===== config.mk =====
export PLATFORM = sky130hd
export DESIGN_NAME = ima_adpcm_nibble_decoder_top
export DESIGN_NICKNAME = d
export VERILOG_FILES = /design/src/design/iad_pkg.sv /design/src/design/iad_lane.sv /design/src/design/iad_merge.sv /design/src/design/ima_adpcm_nibble_decoder_top.sv
export SDC_FILE = /design/constraint.sdc
export NUM_CORES = 1
export LEC_CHECK = 0
export BUFFER_PORTS_ARGS = -buffer_cell sky130_fd_sc_hd__buf_4
export CORE_MARGIN = 2
export CORE_UTILIZATION = 30
export CTS_CLUSTER_SIZE = 16
export DETAILED_ROUTE_END_ITERATION = 7
export PLACE_DENSITY_LB_ADDON = 0.1
export SYNTH_ARGS = -nofsm -noshare
export SYNTH_HDL_FRONTEND = slang
export SYNTH_SLANG_ARGS = --single-unit

===== constraint.sdc =====
create_clock -name clk -period 15.8 [get_ports clk]
set_input_delay 3.16 -clock clk [delete_from_list [all_inputs] [get_ports clk]]
set_output_delay 3.16 -clock clk [all_outputs]
set_load 0.05 [all_outputs]

===== src/design/iad_pkg.sv =====
// shared types, constants and step tables for the adpcm nibble decoder
package iad_pkg;

  localparam int MAX_STEP_INDEX = 88;
  localparam int IDX_W          = 7;
  localparam int STEP_W         = 15;
  localparam int PCM_W          = 16;
  localparam int CODE_W         = 4;
  localparam int CFG_ADDR_W     = 3;

  localparam logic signed [PCM_W-1:0] PCM_MAX = 16'sh7fff;
  localparam logic signed [PCM_W-1:0] PCM_MIN = 16'sh8000;

  // register word indexes
  localparam logic REG_STEREO_MODE = 1'b0;

  typedef struct packed {
    logic signed [PCM_W-1:0] pred;
    logic [IDX_W-1:0]        idx;
  } chan_state_t;

  typedef struct packed {
    logic load;
    logic sel_lo;
    logic channel;
    logic last_of_block;
  } merge_ctl_t;

  function automatic logic signed [4:0] index_adjust(input logic [2:0] mag);
    logic signed [4:0] adj;
    begin
      case (mag)
        3'd4:    adj = 5'sd2;
        3'd5:    adj = 5'sd4;
        3'd6:    adj = 5'sd6;
        3'd7:    adj = 5'sd8;
        default: adj = -5'sd1;
      endcase
      return adj;
    end
  endfunction

  function automatic logic [STEP_W-1:0] step_size(input logic [IDX_W-1:0] i);
    logic [STEP_W-1:0] s;
    begin
      case (i)
        7'd0:  s = 15'd7;     7'd1:  s = 15'd8;     7'd2:  s = 15'd9;
        7'd3:  s = 15'd10;    7'd4:  s = 15'd11;    7'd5:  s = 15'd12;
        7'd6:  s = 15'd13;    7'd7:  s = 15'd14;    7'd8:  s = 15'd16;
        7'd9:  s = 15'd17;    7'd10: s = 15'd19;    7'd11: s = 15'd21;
        7'd12: s = 15'd23;    7'd13: s = 15'd25;    7'd14: s = 15'd28;
        7'd15: s = 15'd31;    7'd16: s = 15'd34;    7'd17: s = 15'd37;
        7'd18: s = 15'd41;    7'd19: s = 15'd45;    7'd20: s = 15'd50;
        7'd21: s = 15'd55;    7'd22: s = 15'd60;    7'd23: s = 15'd66;
        7'd24: s = 15'd73;    7'd25: s = 15'd80;    7'd26: s = 15'd88;
        7'd27: s = 15'd97;    7'd28: s = 15'd107;   7'd29: s = 15'd118;
        7'd30: s = 15'd130;   7'd31: s = 15'd143;   7'd32: s = 15'd157;
        7'd33: s = 15'd173;   7'd34: s = 15'd190;   7'd35: s = 15'd209;
        7'd36: s = 15'd230;   7'd37: s = 15'd253;   7'd38: s = 15'd279;
        7'd39: s = 15'd307;   7'd40: s = 15'd337;   7'd41: s = 15'd371;
        7'd42: s = 15'd408;   7'd43: s = 15'd449;   7'd44: s = 15'd494;
        7'd45: s = 15'd544;   7'd46: s = 15'd598;   7'd47: s = 15'd658;
        7'd48: s = 15'd724;   7'd49: s = 15'd796;   7'd50: s = 15'd876;
        7'd51: s = 15'd963;   7'd52: s = 15'd1060;  7'd53: s = 15'd1166;
        7'd54: s = 15'd1282;  7'd55: s = 15'd1411;  7'd56: s = 15'd1552;
        7'd57: s = 15'd1707;  7'd58: s = 15'd1878;  7'd59: s = 15'd2066;
        7'd60: s = 15'd2272;  7'd61: s = 15'd2499;  7'd62: s = 15'd2749;
        7'd63: s = 15'd3024;  7'd64: s = 15'd3327;  7'd65: s = 15'd3660;
        7'd66: s = 15'd4026;  7'd67: s = 15'd4428;  7'd68: s = 15'd4871;
        7'd69: s = 15'd5358;  7'd70: s = 15'd5894;  7'd71: s = 15'd6484;
        7'd72: s = 15'd7132;  7'd73: s = 15'd7845;  7'd74: s = 15'd8630;
        7'd75: s = 15'd9493;  7'd76: s = 15'd10442; 7'd77: s = 15'd11487;
        7'd78: s = 15'd12635; 7'd79: s = 15'd13899; 7'd80: s = 15'd15289;
        7'd81: s = 15'd16818; 7'd82: s = 15'd18500; 7'd83: s = 15'd20350;
        7'd84: s = 15'd22385; 7'd85: s = 15'd24623; 7'd86: s = 15'd27086;
        7'd87: s = 15'd29794;
        default: s = 15'd32767;
      endcase
      return s;
    end
  endfunction

endpackage


===== src/design/iad_lane.sv =====
// one nibble decode lane: step lookup, difference, saturating add, index update
module iad_lane (
  input  logic [iad_pkg::CODE_W-1:0] code,
  input  iad_pkg::chan_state_t       st_in,
  output iad_pkg::chan_state_t       st_out
);

  logic [iad_pkg::IDX_W-1:0]   cur;
  logic [iad_pkg::STEP_W-1:0]  step;
  logic signed [8:0]           ni;
  logic [16:0]                 diff;
  logic signed [17:0]          sum;

  always_comb begin
    cur = (st_in.idx > iad_pkg::IDX_W'(iad_pkg::MAX_STEP_INDEX)) ?
          iad_pkg::IDX_W'(iad_pkg::MAX_STEP_INDEX) : st_in.idx;
    step = iad_pkg::step_size(cur);

    ni = $signed({2'b00, cur}) + 9'(iad_pkg::index_adjust(code[2:0]));
    if (ni < 9'sd0) begin
      st_out.idx = '0;
    end else if (ni > 9'(iad_pkg::MAX_STEP_INDEX)) begin
      st_out.idx = iad_pkg::IDX_W'(iad_pkg::MAX_STEP_INDEX);
    end else begin
      st_out.idx = ni[iad_pkg::IDX_W-1:0];
    end

    diff = 17'(step >> 3);
    if (code[2]) begin
      diff = diff + 17'(step);
    end
    if (code[1]) begin
      diff = diff + 17'(step >> 1);
    end
    if (code[0]) begin
      diff = diff + 17'(step >> 2);
    end

    if (code[3]) begin
      sum = 18'(st_in.pred) - $signed({1'b0, diff});
    end else begin
      sum = 18'(st_in.pred) + $signed({1'b0, diff});
    end

    if (sum > 18'(iad_pkg::PCM_MAX)) begin
      st_out.pred = iad_pkg::PCM_MAX;
    end else if (sum < 18'(iad_pkg::PCM_MIN)) begin
      st_out.pred = iad_pkg::PCM_MIN;
    end else begin
      st_out.pred = sum[iad_pkg::PCM_W-1:0];
    end
  end

endmodule


===== src/design/iad_merge.sv =====
// merging stage: picks the active lane and holds the result beat for the output
module iad_merge (
  input  logic                           clk,
  input  logic                           rst_n,
  input  iad_pkg::merge_ctl_t            ctl,
  input  logic signed [iad_pkg::PCM_W-1:0] hi_sample,
  input  logic signed [iad_pkg::PCM_W-1:0] lo_sample,
  output logic                           can_load,
  output logic                           out_tvalid,
  input  logic                           out_tready,
  output logic [15:0]                    out_tdata,  // pcm_sample
  output logic [1:0]                     out_tuser,  // channel, last_of_pair
  output logic                           out_tlast
);

  logic                            valid_r, valid_nxt;
  logic signed [iad_pkg::PCM_W-1:0] sample_r, sample_nxt;
  logic                            chan_r, chan_nxt;
  logic                            pair_r, pair_nxt;
  logic                            last_r, last_nxt;

  assign can_load = !valid_r || out_tready;

  always_comb begin
    valid_nxt  = valid_r;
    sample_nxt = sample_r;
    chan_nxt   = chan_r;
    pair_nxt   = pair_r;
    last_nxt   = last_r;
    if (out_tready) begin
      valid_nxt = 1'b0;
    end
    if (ctl.load) begin
      valid_nxt  = 1'b1;
      sample_nxt = ctl.sel_lo ? lo_sample : hi_sample;
      chan_nxt   = ctl.channel;
      pair_nxt   = ctl.sel_lo;
      last_nxt   = ctl.last_of_block;
    end
  end

  always_ff @(posedge clk) begin
    if (!rst_n) begin
      valid_r <= 1'b0;
    end else begin
      valid_r <= valid_nxt;
    end
    sample_r <= sample_nxt;
    chan_r   <= chan_nxt;
    pair_r   <= pair_nxt;
    last_r   <= last_nxt;
  end

  assign out_tvalid = valid_r;
  assign out_tdata  = sample_r;
  assign out_tuser  = {pair_r, chan_r};
  assign out_tlast  = last_r;

endmodule


===== src/design/ima_adpcm_nibble_decoder_top.sv =====
// Top level of the IMA 4-bit ADPCM nibble decoder. Each input beat carries one code
// byte and gives two output beats, high nibble first. A byte is held in an input
// register and decoded in two steps, the high nibble in u_lane_hi and the low nibble
// in u_lane_lo, so the block sustains one sample per cycle while out_tready holds and
// bytes arrive. In mono the low nibble uses the left state that the high nibble has
// just written; in stereo it uses the right state. A new byte is taken in the same
// cycle that the previous byte's low nibble is issued.
module ima_adpcm_nibble_decoder_top (
  input  logic                           clk,
  input  logic                           rst_n,
  input  logic                           in_tvalid,
  output logic                           in_tready,
  input  logic [7:0]                     in_tdata,   // code_byte
  input  logic                           in_tuser,   // start_of_clip
  input  logic                           in_tlast,   // end_of_block
  output logic                           out_tvalid,
  input  logic                           out_tready,
  output logic [15:0]                    out_tdata,  // pcm_sample
  output logic [1:0]                     out_tuser,  // channel, last_of_pair
  output logic                           out_tlast,  // last_of_block
  input  logic                           cfg_psel,
  input  logic                           cfg_penable,
  input  logic                           cfg_pwrite,
  input  logic [iad_pkg::CFG_ADDR_W-1:0] cfg_paddr,
  input  logic [31:0]                    cfg_pwdata,
  output logic [31:0]                    cfg_prdata,
  output logic                           cfg_pready
);

  iad_pkg::chan_state_t left_r, left_nxt;
  iad_pkg::chan_state_t right_r, right_nxt;
  iad_pkg::chan_state_t hi_in, hi_out, lo_in, lo_out;
  iad_pkg::merge_ctl_t  mctl;

  logic       stereo_r, stereo_nxt;
  logic       hold_valid_r, hold_valid_nxt;
  logic [7:0] byte_r, byte_nxt;
  logic       start_r, start_nxt;
  logic       eob_r, eob_nxt;
  logic       phase_r, phase_nxt;
  logic       can_load, fire, in_beat, cfg_wr;

  // configuration port
  assign cfg_pready = 1'b1;
  assign cfg_wr     = cfg_psel && cfg_penable && cfg_pwrite &&
                      (cfg_paddr[2] == iad_pkg::REG_STEREO_MODE);
  assign cfg_prdata = (cfg_paddr[2] == iad_pkg::REG_STEREO_MODE) ?
                      {31'b0, stereo_r} : 32'b0;
  assign stereo_nxt = cfg_wr ? cfg_pwdata[0] : stereo_r;

  assign fire      = hold_valid_r && can_load;
  assign in_tready = !hold_valid_r || (fire && phase_r);
  assign in_beat   = in_tvalid && in_tready;

  // lane inputs, start of clip clears the state seen by the high nibble
  assign hi_in = start_r ? '0 : left_r;
  assign lo_in = stereo_r ? right_r : left_r;

  iad_lane u_lane_hi (
    .code   (byte_r[7:4]),
    .st_in  (hi_in),
    .st_out (hi_out)
  );

  iad_lane u_lane_lo (
    .code   (byte_r[3:0]),
    .st_in  (lo_in),
    .st_out (lo_out)
  );

  always_comb begin
    mctl.load          = fire;
    mctl.sel_lo        = phase_r;
    mctl.channel       = phase_r && stereo_r;
    mctl.last_of_block = phase_r && eob_r;
  end

  always_comb begin
    left_nxt       = left_r;
    right_nxt      = right_r;
    phase_nxt      = phase_r;
    hold_valid_nxt = hold_valid_r;
    byte_nxt       = byte_r;
    start_nxt      = start_r;
    eob_nxt        = eob_r;
    if (fire) begin
      if (!phase_r) begin
        left_nxt  = hi_out;
        phase_nxt = 1'b1;
        if (start_r) begin
          right_nxt = '0;
        end
      end else begin
        if (stereo_r) begin
          right_nxt = lo_out;
        end else begin
          left_nxt = lo_out;
        end
        phase_nxt      = 1'b0;
        hold_valid_nxt = 1'b0;
      end
    end
    if (in_beat) begin
      hold_valid_nxt = 1'b1;
      byte_nxt       = in_tdata;
      start_nxt      = in_tuser;
      eob_nxt        = in_tlast;
    end
  end

  always_ff @(posedge clk) begin
    if (!rst_n) begin
      left_r       <= '0;
      right_r      <= '0;
      stereo_r     <= 1'b0;
      hold_valid_r <= 1'b0;
      phase_r      <= 1'b0;
    end else begin
      left_r       <= left_nxt;
      right_r      <= right_nxt;
      stereo_r     <= stereo_nxt;
      hold_valid_r <= hold_valid_nxt;
      phase_r      <= phase_nxt;
    end
    byte_r  <= byte_nxt;
    start_r <= start_nxt;
    eob_r   <= eob_nxt;
  end

  iad_merge u_merge (
    .clk        (clk),
    .rst_n      (rst_n),
    .ctl        (mctl),
    .hi_sample  (hi_out.pred),
    .lo_sample  (lo_out.pred),
    .can_load   (can_load),
    .out_tvalid (out_tvalid),
    .out_tready (out_tready),
    .out_tdata  (out_tdata),
    .out_tuser  (out_tuser),
    .out_tlast  (out_tlast)
  );

endmodule

* After elaboration in Yosys (flattened, before gate mapping)
Memories as Yosys holds them, arrays and structs flattened.
Cells that the tools add are included.
** Word-level totals
- Flip-flop bits (word level) :: 79
- Memory bits (read-only) :: 3840
- Input bits :: 52
- Output and inout bits :: 54
- Logic and storage cells :: 104
- Memories :: 2
** Memory list
- (name not given) :: words 128, bits a word 15, rd ports 1, clocked after Yosys merged registers in 0, write ports 0, RTL line iad_pkg.sv:46 : case (i)
- (name not given) :: words 128, bits a word 15, rd ports 1, clocked after Yosys merged registers in 0, write ports 0, RTL line iad_pkg.sv:46
** Cells by class
- Add/subtract/negate cells :: 12
- $lt $le $gt $ge :: 10
- Equality and inequality tests :: 10
- Mux-type cells :: 35
- Bitwise gates (word level) :: 1
- Reduce and logical (&&, ||, !) cells :: 19
** Operators with widths (count)
- 23-bit two-way mux :: 7
- 17-bit two-way mux :: 6
- 16-bit two-way mux :: 5
- 7-bit two-way mux :: 6
- 5-bit one-hot mux with 4 select lines :: 2
- 16-bit by 18-bit adder with 18-bit output :: 2
- 18-bit by 16-bit > comparator with 1-bit output, second input constant :: 2
- 18-bit by 16-bit less-than comparator with 1-bit output, second input constant :: 2
- 18-bit two-way mux :: 2
- 16-bit by 18-bit subtractor with 18-bit output :: 2
- 17-bit by 13-bit adder with 17-bit output :: 2
- 17-bit by 14-bit adder with 17-bit output :: 2
- 12-bit by 15-bit adder with 16-bit output :: 2
- 3-bit equality test, second input constant :: 8
- 8-bit by 5-bit adder with 9-bit output :: 2
- 9-bit by 8-bit > comparator with 1-bit output, second input constant :: 2
- 9-bit by 1-bit less-than comparator with 1-bit output, second input constant :: 2
- 7-bit > comparator, second input constant :: 2
- 1-bit logical AND :: 8
- 2-bit nonzero test :: 4
- 1-bit two-way mux :: 7
- 2-bit inequality test, second input constant :: 2
- 2-bit AND reduction :: 2
- 3-bit AND reduction :: 1
- other kinds (3) :: 5

* Logic depth before layout (Yosys ltp)
An unclocked memory read counts as a cell.
- Depth after elaboration :: 17
- Mapped depth :: 57
- Mapped depth without buffers :: 51

* Hierarchy
A second synthesis with hierarchy kept.
** Second synthesis, totals
- Cell total of the unflattened synthesis :: 2262
- Area, all modules :: 17382.9 sq um
** Modules (own cells, without submodules)
- iad_lane (u_lane_lo) :: instances 1, cells an instance 973, area an instance 6655.1 sq um, seq. area each 0.0 sq um
- iad_lane (u_lane_hi) :: instances 1, cells an instance 919, area an instance 6573.8 sq um, seq. area each 0.0 sq um
- ima_adpcm_nibble_decoder_top :: instances 1, cells an instance 327, area an instance 3281.9 sq um, seq. area each 1281.2 sq um
- iad_merge :: instances 1, cells an instance 43, area an instance 872.1 sq um, seq. area each 590.6 sq um

* Worst setup path before layout
No wires, ideal clock.
- Path type :: reg-to-reg
- From :: register left_r[6] in the netlist's numbering
- To :: register u_merge.sample_r (netlist bit u_merge.out_tdata[12]) (data pin)
- Setup time :: 0.264 ns
- Arrival :: 10.330 ns
- Required time :: 15.536 ns
- Setup slack :: 5.207 ns
- Stages on the path, launching flop included :: 48
- Buffers on the path :: 5
- Period minus slack after synthesis :: 10.593 ns
- Path through :: dfxtp_1 > buf_4 > inv_4 > o21ai_4 > inv_2 > a211o_2 > buf_6 > buf_6 > buf_6 > nand2_1 > inv_1 > ha_1 > a2111oi_0 > nand2_1 > a21oi_1 > o31ai_1 > ha_1 > fa_1 > (+12 left out) > xnor2_1 > a221oi_1 > o21ai_0 > nor4_4 > nand2_1 > nor2_1 > a41oi_1 > xor2_1 > ha_1 > nand3_1 > o31ai_1 > a2111oi_0 > or3_1 > a2111oi_2 > nor2_4 > buf_4 > nand2_1 > nand3_1
** Between the ends
- Word-level cells in the longest chain between the ends :: 16
- Elaborated cells between the ends (all ways) :: 35
- Classes of those cells :: 10 x add/sub; 6 x order compare; 17 x mux; 2 x memory
** Ends and longest elaborated chain
- start: declaration :: RTL line ima_adpcm_nibble_decoder_top.sv:30 : iad_pkg::chan_state_t left_r, left_nxt;
- start signal: assignment :: RTL line ima_adpcm_nibble_decoder_top.sv:119 : left_r <= left_nxt;
- 23-bit two-way mux (on tied branches) :: RTL line ima_adpcm_nibble_decoder_top.sv:56, ima_adpcm_nibble_decoder_top.sv:57
- 7-bit > comparator :: RTL line iad_lane.sv:15 : cur = (st_in.idx > iad_pkg::IDX_W'(iad_pkg::MAX_STEP_INDEX)) ?
- 7-bit two-way mux :: RTL line iad_lane.sv:15
- memory read 128 x 15 bit
- 12-bit by 15-bit adder with 16-bit output :: RTL line iad_lane.sv:30 : diff = diff + 17'(step);
- 17-bit two-way mux :: RTL line iad_lane.sv:29 : if (code[2]) begin
- 17-bit by 14-bit adder with 17-bit output :: RTL line iad_lane.sv:33 : diff = diff + 17'(step >> 1);
- 17-bit two-way mux :: RTL line iad_lane.sv:32 : if (code[1]) begin
- 17-bit by 13-bit adder with 17-bit output :: RTL line iad_lane.sv:36 : diff = diff + 17'(step >> 2);
- 17-bit two-way mux :: RTL line iad_lane.sv:35 : if (code[0]) begin
- 16-bit by 18-bit adder with 18-bit output or 16-bit by 18-bit subtractor with 18-bit output (tied branches) :: RTL line iad_lane.sv:42, iad_lane.sv:40
- 18-bit two-way mux :: RTL line iad_lane.sv:39 : if (code[3]) begin
- 18-bit by 16-bit less-than comparator with 1-bit output :: RTL line iad_lane.sv:47 : end else if (sum < 18'(iad_pkg::PCM_MIN)) begin
- 16-bit two-way mux :: RTL line iad_lane.sv:47
- 16-bit two-way mux :: RTL line iad_lane.sv:45 : if (sum > 18'(iad_pkg::PCM_MAX)) begin
- 16-bit two-way mux * :: RTL line iad_merge.sv:35 : sample_nxt = ctl.sel_lo ? lo_sample : hi_sample;
- end signal: assignment :: RTL line iad_merge.sv:48 : sample_r <= sample_nxt;
- end: declaration :: RTL line iad_merge.sv:17 : logic signed [iad_pkg::PCM_W-1:0] sample_r, sample_nxt;
Mark *: on every way between the ends. The rest lies on a longest branch, timed or not.
A chain may end at the register's enable or synchronous reset.

* Worst setup path after layout
- From :: register left_r[6] in the netlist's numbering
- To :: register u_merge.sample_r (netlist bit u_merge.out_tdata[2]) (data pin)
The elaborated chain is that of the path after synthesis.

==> key figures <==
Global route
  • Met1 Track Usage GR: 0.3071
  • Global-route wire length before repair: 99550 um
  • Number of antenna violations at the first check in global routing: 0
  • Pin count of the biggest net entering global routing: 80
  • Overall overflow remaining after global route: 0
  • Layer with the highest usage after global routing: met2
  • Aggregate global-route resource usage: 0.2213
  • Global-route met3 utilization: 0.01940
  • Global-route met2 utilization: 0.3557
  • Via count of the first global-routing pass: about 17000

CTS
  • Clock slew at reported path FFs: around 70 ps
  • Insertion delay of the later-clocked pin in the worst-skew pair: 370 ps
  • Total number of clock tree sinks: slightly below 80
  • Number of H-tree branching levels: 3
  • Root Buffer Master: clkbuf_16
  • Clk buf depth: 2
  • Number of setup buffers added after CTS: 0
  • TritonCTS buffer count: 9
  • TritonCTS clock tree: built
  • CTS Hold Bufs: 0
  • Number of gates resized after CTS: 0

Route
  • WL final: 64300 um
  • Violation count after the first detailed-route iteration: 1595
  • DR DRC count: 0
  • Antenna-violating nets left: 0
  • Vias: 17635
  • Wire length per cell: 21.77 um
  • Avg Vias per Cell: between 5 and 6
  • Initial DRT Pass Iterations: 6

Yosys
  • Leading cell types by count after synthesis: 208 x nand2_1, 187 x nor2_1, 184 x a21oi_1
  • Biggest area consumer among synthesized cells: ha_1
  • Number of flops mapped to enable cells by yosys: 29
  • Register bit count reported by yosys: 79
  • Syn Inst Count: 2300
  • Xor/xnor cell area share of the yosys netlist: 0.07098
  • Share of cell area taken by muxes after synthesis: 0.03791
  • Number of synthesis warnings: 0
  • Synth Flop Type: dfxtp_1
  • Distinct cell type count after synthesis: 107
  • Proportion of synthesized flip-flops having asynchronous set or reset: 0
  • Leading post-synthesis cells by cell area: ha_1 12%, dfxtp_1 6.1%, a21oi_1 5.6%, edfxtp_1 5.3%, o21ai_0 5.2%
  • Synthesized-area fraction occupied by ao, oa, aoi and oai cells: 0.3522
  • Sequential fraction of the synthesis area: 0.1132
  • Top cell type's share of synthesized area: 0.1150
  • Total standard cell area after synthesis: 16530 um2
  • Top-count cell post-synth: nand2_1
  • Dominant combinational cell family by area after synthesis: compound AO/OA/AOI/OAI gates
  • Per-instance average area after synthesis: 7.189 um2
  • Adder-cell share of the synthesized area: 0.1253
  • Post-synthesis share of cell area spent on and, or, nand and nor gates: 0.2216

Final layout
  • Area delta synth->final: 5.494%
  • Ratio of cells with drive above 1 in the final layout: 0.08048
  • Net count reported at finish: 2456
  • Antenna fix cells: 0
  • Share of the core filled with cells: 0.3185

STA
  • Final setup viols: 0
  • Actual slew at the worst max-slew pin: 1250 ps
  • Layout Skew: 13.44 ps
  • Post-layout min period: 13910 ps
  • Setup repair after global routing missed its margin: no
  • Highest clock rate: 71.88 MHz
  • Number of max-slew violations in the final report: 0
  • Worst relative slew slack: 0.1430
  • Final Hold Viols: 0
  • Final clock period utilization by the worst path: 0.8805
  • Final Hold Slack: 453.3 ps
  • Final sum of negative setup slack: 0 ps

Power and ir drop
  • Final Total Pwr: 2.076 mW
  • Leakage component of the power: 7.099 nW
  • Maximum resistive drop on vdd: 0.05400 mV
  • Power density over cell area: about 120 nW/um2

Placed design
  • GPL Wtd Cong: 0.9407
  • Placed wire-length estimate: 49270 um
  • PortBufs: 40

Worst setup path
  • Worst r2r dst: u_merge.out_tdata[2]$_DFFE_PP_
  • Largest driver fanout on the critical path: 28
  • R2R cell count: 52
  • Reg2reg start: left_r[6]$_SDFFE_PN0P_
  • Startpoint-to-endpoint class of the critical path: reg2reg
  • Reg-to-reg setup timing slack: 1890 ps
  • Required time reported for the critical path endpoint: 15850 ps
  • Sort of element at the start of the critical path: flip-flop
  • Worst path max stage delay: 890 ps
  • Worst path slowest cell: o21ai_0
  • Type of destination of the critical path: flip-flop
  • End point of the critical path: u_merge.out_tdata[2]$_DFFE_PP_
  • Worst EP arrival: 13960 ps
  • Launching instance or port of the critical path: left_r[6]$_SDFFE_PN0P_

Floorplanning
  • Die height: 238.8 um
  • Site Rows: 86
  • Total Die Area: approximately 57000 um2
  • Chip width: 238.8 um
  • Top-Level Pins: roughly 110
  • Core outline area: 54770 um2
  • Starting density of the core: 0.3019

Flow run
  • Maxcap violations: 0

Min path
  • Type of the most critical hold path: reg2reg

Status
  • Status: complete, no violations
-- how the worst min path moves through the flow --
stage / from / end / slack [ps] / depth (start not counted)
floorplan: phase_r$_SDFFE_PN0P_ / u_merge.pair_r$_DFFE_PP_ / 410 / 0
global placement: right_r[22]$_SDFFE_PN0P_ / right_r[22]$_SDFFE_PN0P_ / 440 / 2
detailed placement: right_r[7]$_SDFFE_PN0P_ / right_r[7]$_SDFFE_PN0P_ / 450 / 2
CTS: right_r[7]$_SDFFE_PN0P_ / right_r[7]$_SDFFE_PN0P_ / 460 / 2
global route: right_r[18]$_SDFFE_PN0P_ / right_r[18]$_SDFFE_PN0P_ / 480 / 2
finish: right_r[7]$_SDFFE_PN0P_ / right_r[7]$_SDFFE_PN0P_ / 450 / 2
-- stage by stage --
stage,instance area (um2),instances,setup WS [ps]
after floorplan,16650,2330,5207
after global placement,17130,2937,2321
after detailed placement,17130,2937,2238
after CTS,17440,2953,2164
after global routing,17440,2953,827.3
final,17440,2953,1887
-- sequential cells by signal, indices dropped and copies added, names as in the netlist --
register            count
u_merge.out_tvalid      1
left_r                 23
hold_valid_r            1
stereo_r                1
u_merge.out_tlast       1
byte_r                  8
u_merge.out_tdata      16
phase_r                 1
u_merge.chan_r          1
eob_r                   1
u_merge.pair_r          1
start_r                 1
right_r                23
-- cells in the final DEF (no fill, tap or decap), types with 54 or more instances in the layout --
| cell | n |
|---|---|
| nand2_1 | 208 |
| a21o_1 | 55 |
| o21ai_0 | 172 |
| xnor2_1 | 80 |
| nor3_1 | 63 |
| xor2_1 | 54 |
| a21oi_1 | 184 |
| nand3_1 | 65 |
| a31oi_1 | 65 |
| buf_4 | 76 |
| ha_1 | 152 |
| nor2_1 | 187 |
| inv_1 | 77 |
-- critical path: cells and delay by family (launching register included) --
kind	cells	cell delay, ps
XOR/XNOR	4	650
buffers and inverters	8	1960
adder cells (fa/ha/maj)	5	1650
AND/OR/NAND/NOR	12	2460
multiplexers	1	390
AO/OA/AOI/OAI	22	6110
flip-flops	1	310
-- routing by layer --
| metal | part of all wire | routed length (um) | up-vias |
|---|---|---|---|
| li1 | - | - | 8492 |
| met1 | 0.47 | 30080 | 8410 |
| met2 | 0.45 | 28710 | 603 |
| met3 | 0.050 | 3202 | 130 |
| met4 | 0.036 | 2297 | 0 |
| met5 | 0 | 0 | - |
-- where the power goes --
part / internal (mW) / switching, mW
Sequential: 0.244 / 0.0196
Clock: 0.133 / 0.0981
Combinational: 0.592 / 0.989
-- layout make-up --
| class | count | area (um2) |
|---|---|---|
| Fill cell | 5933 | 37330 |
| Clock buffer | 11 | 254.0 |
| Timing Repair Buffer | 76 | 570.5 |
| Clock inverter | 5 | 62.56 |
| Sequential cell | 79 | 1873 |
| Tap cell | 704 | 880.8 |
| Inverter | 84 | 317.8 |
| Multi-Input combinational cell | 1994 | 13480 |
-- cells by family (layout without fill, tap and decap cells) --
kind of cell | Yosys count | count (layout)
AO/OA/AOI/OAI | 863 | 863
adder cells (fa/ha/maj) | 161 | 161
multiplexers | 58 | 58
AND/OR/NAND/NOR | 746 | 746
XOR/XNOR | 134 | 134
flip-flops | 79 | 79
buffers and inverters | 257 | 176
other | 2 | 32
Power figures use the tool's default switching activity.
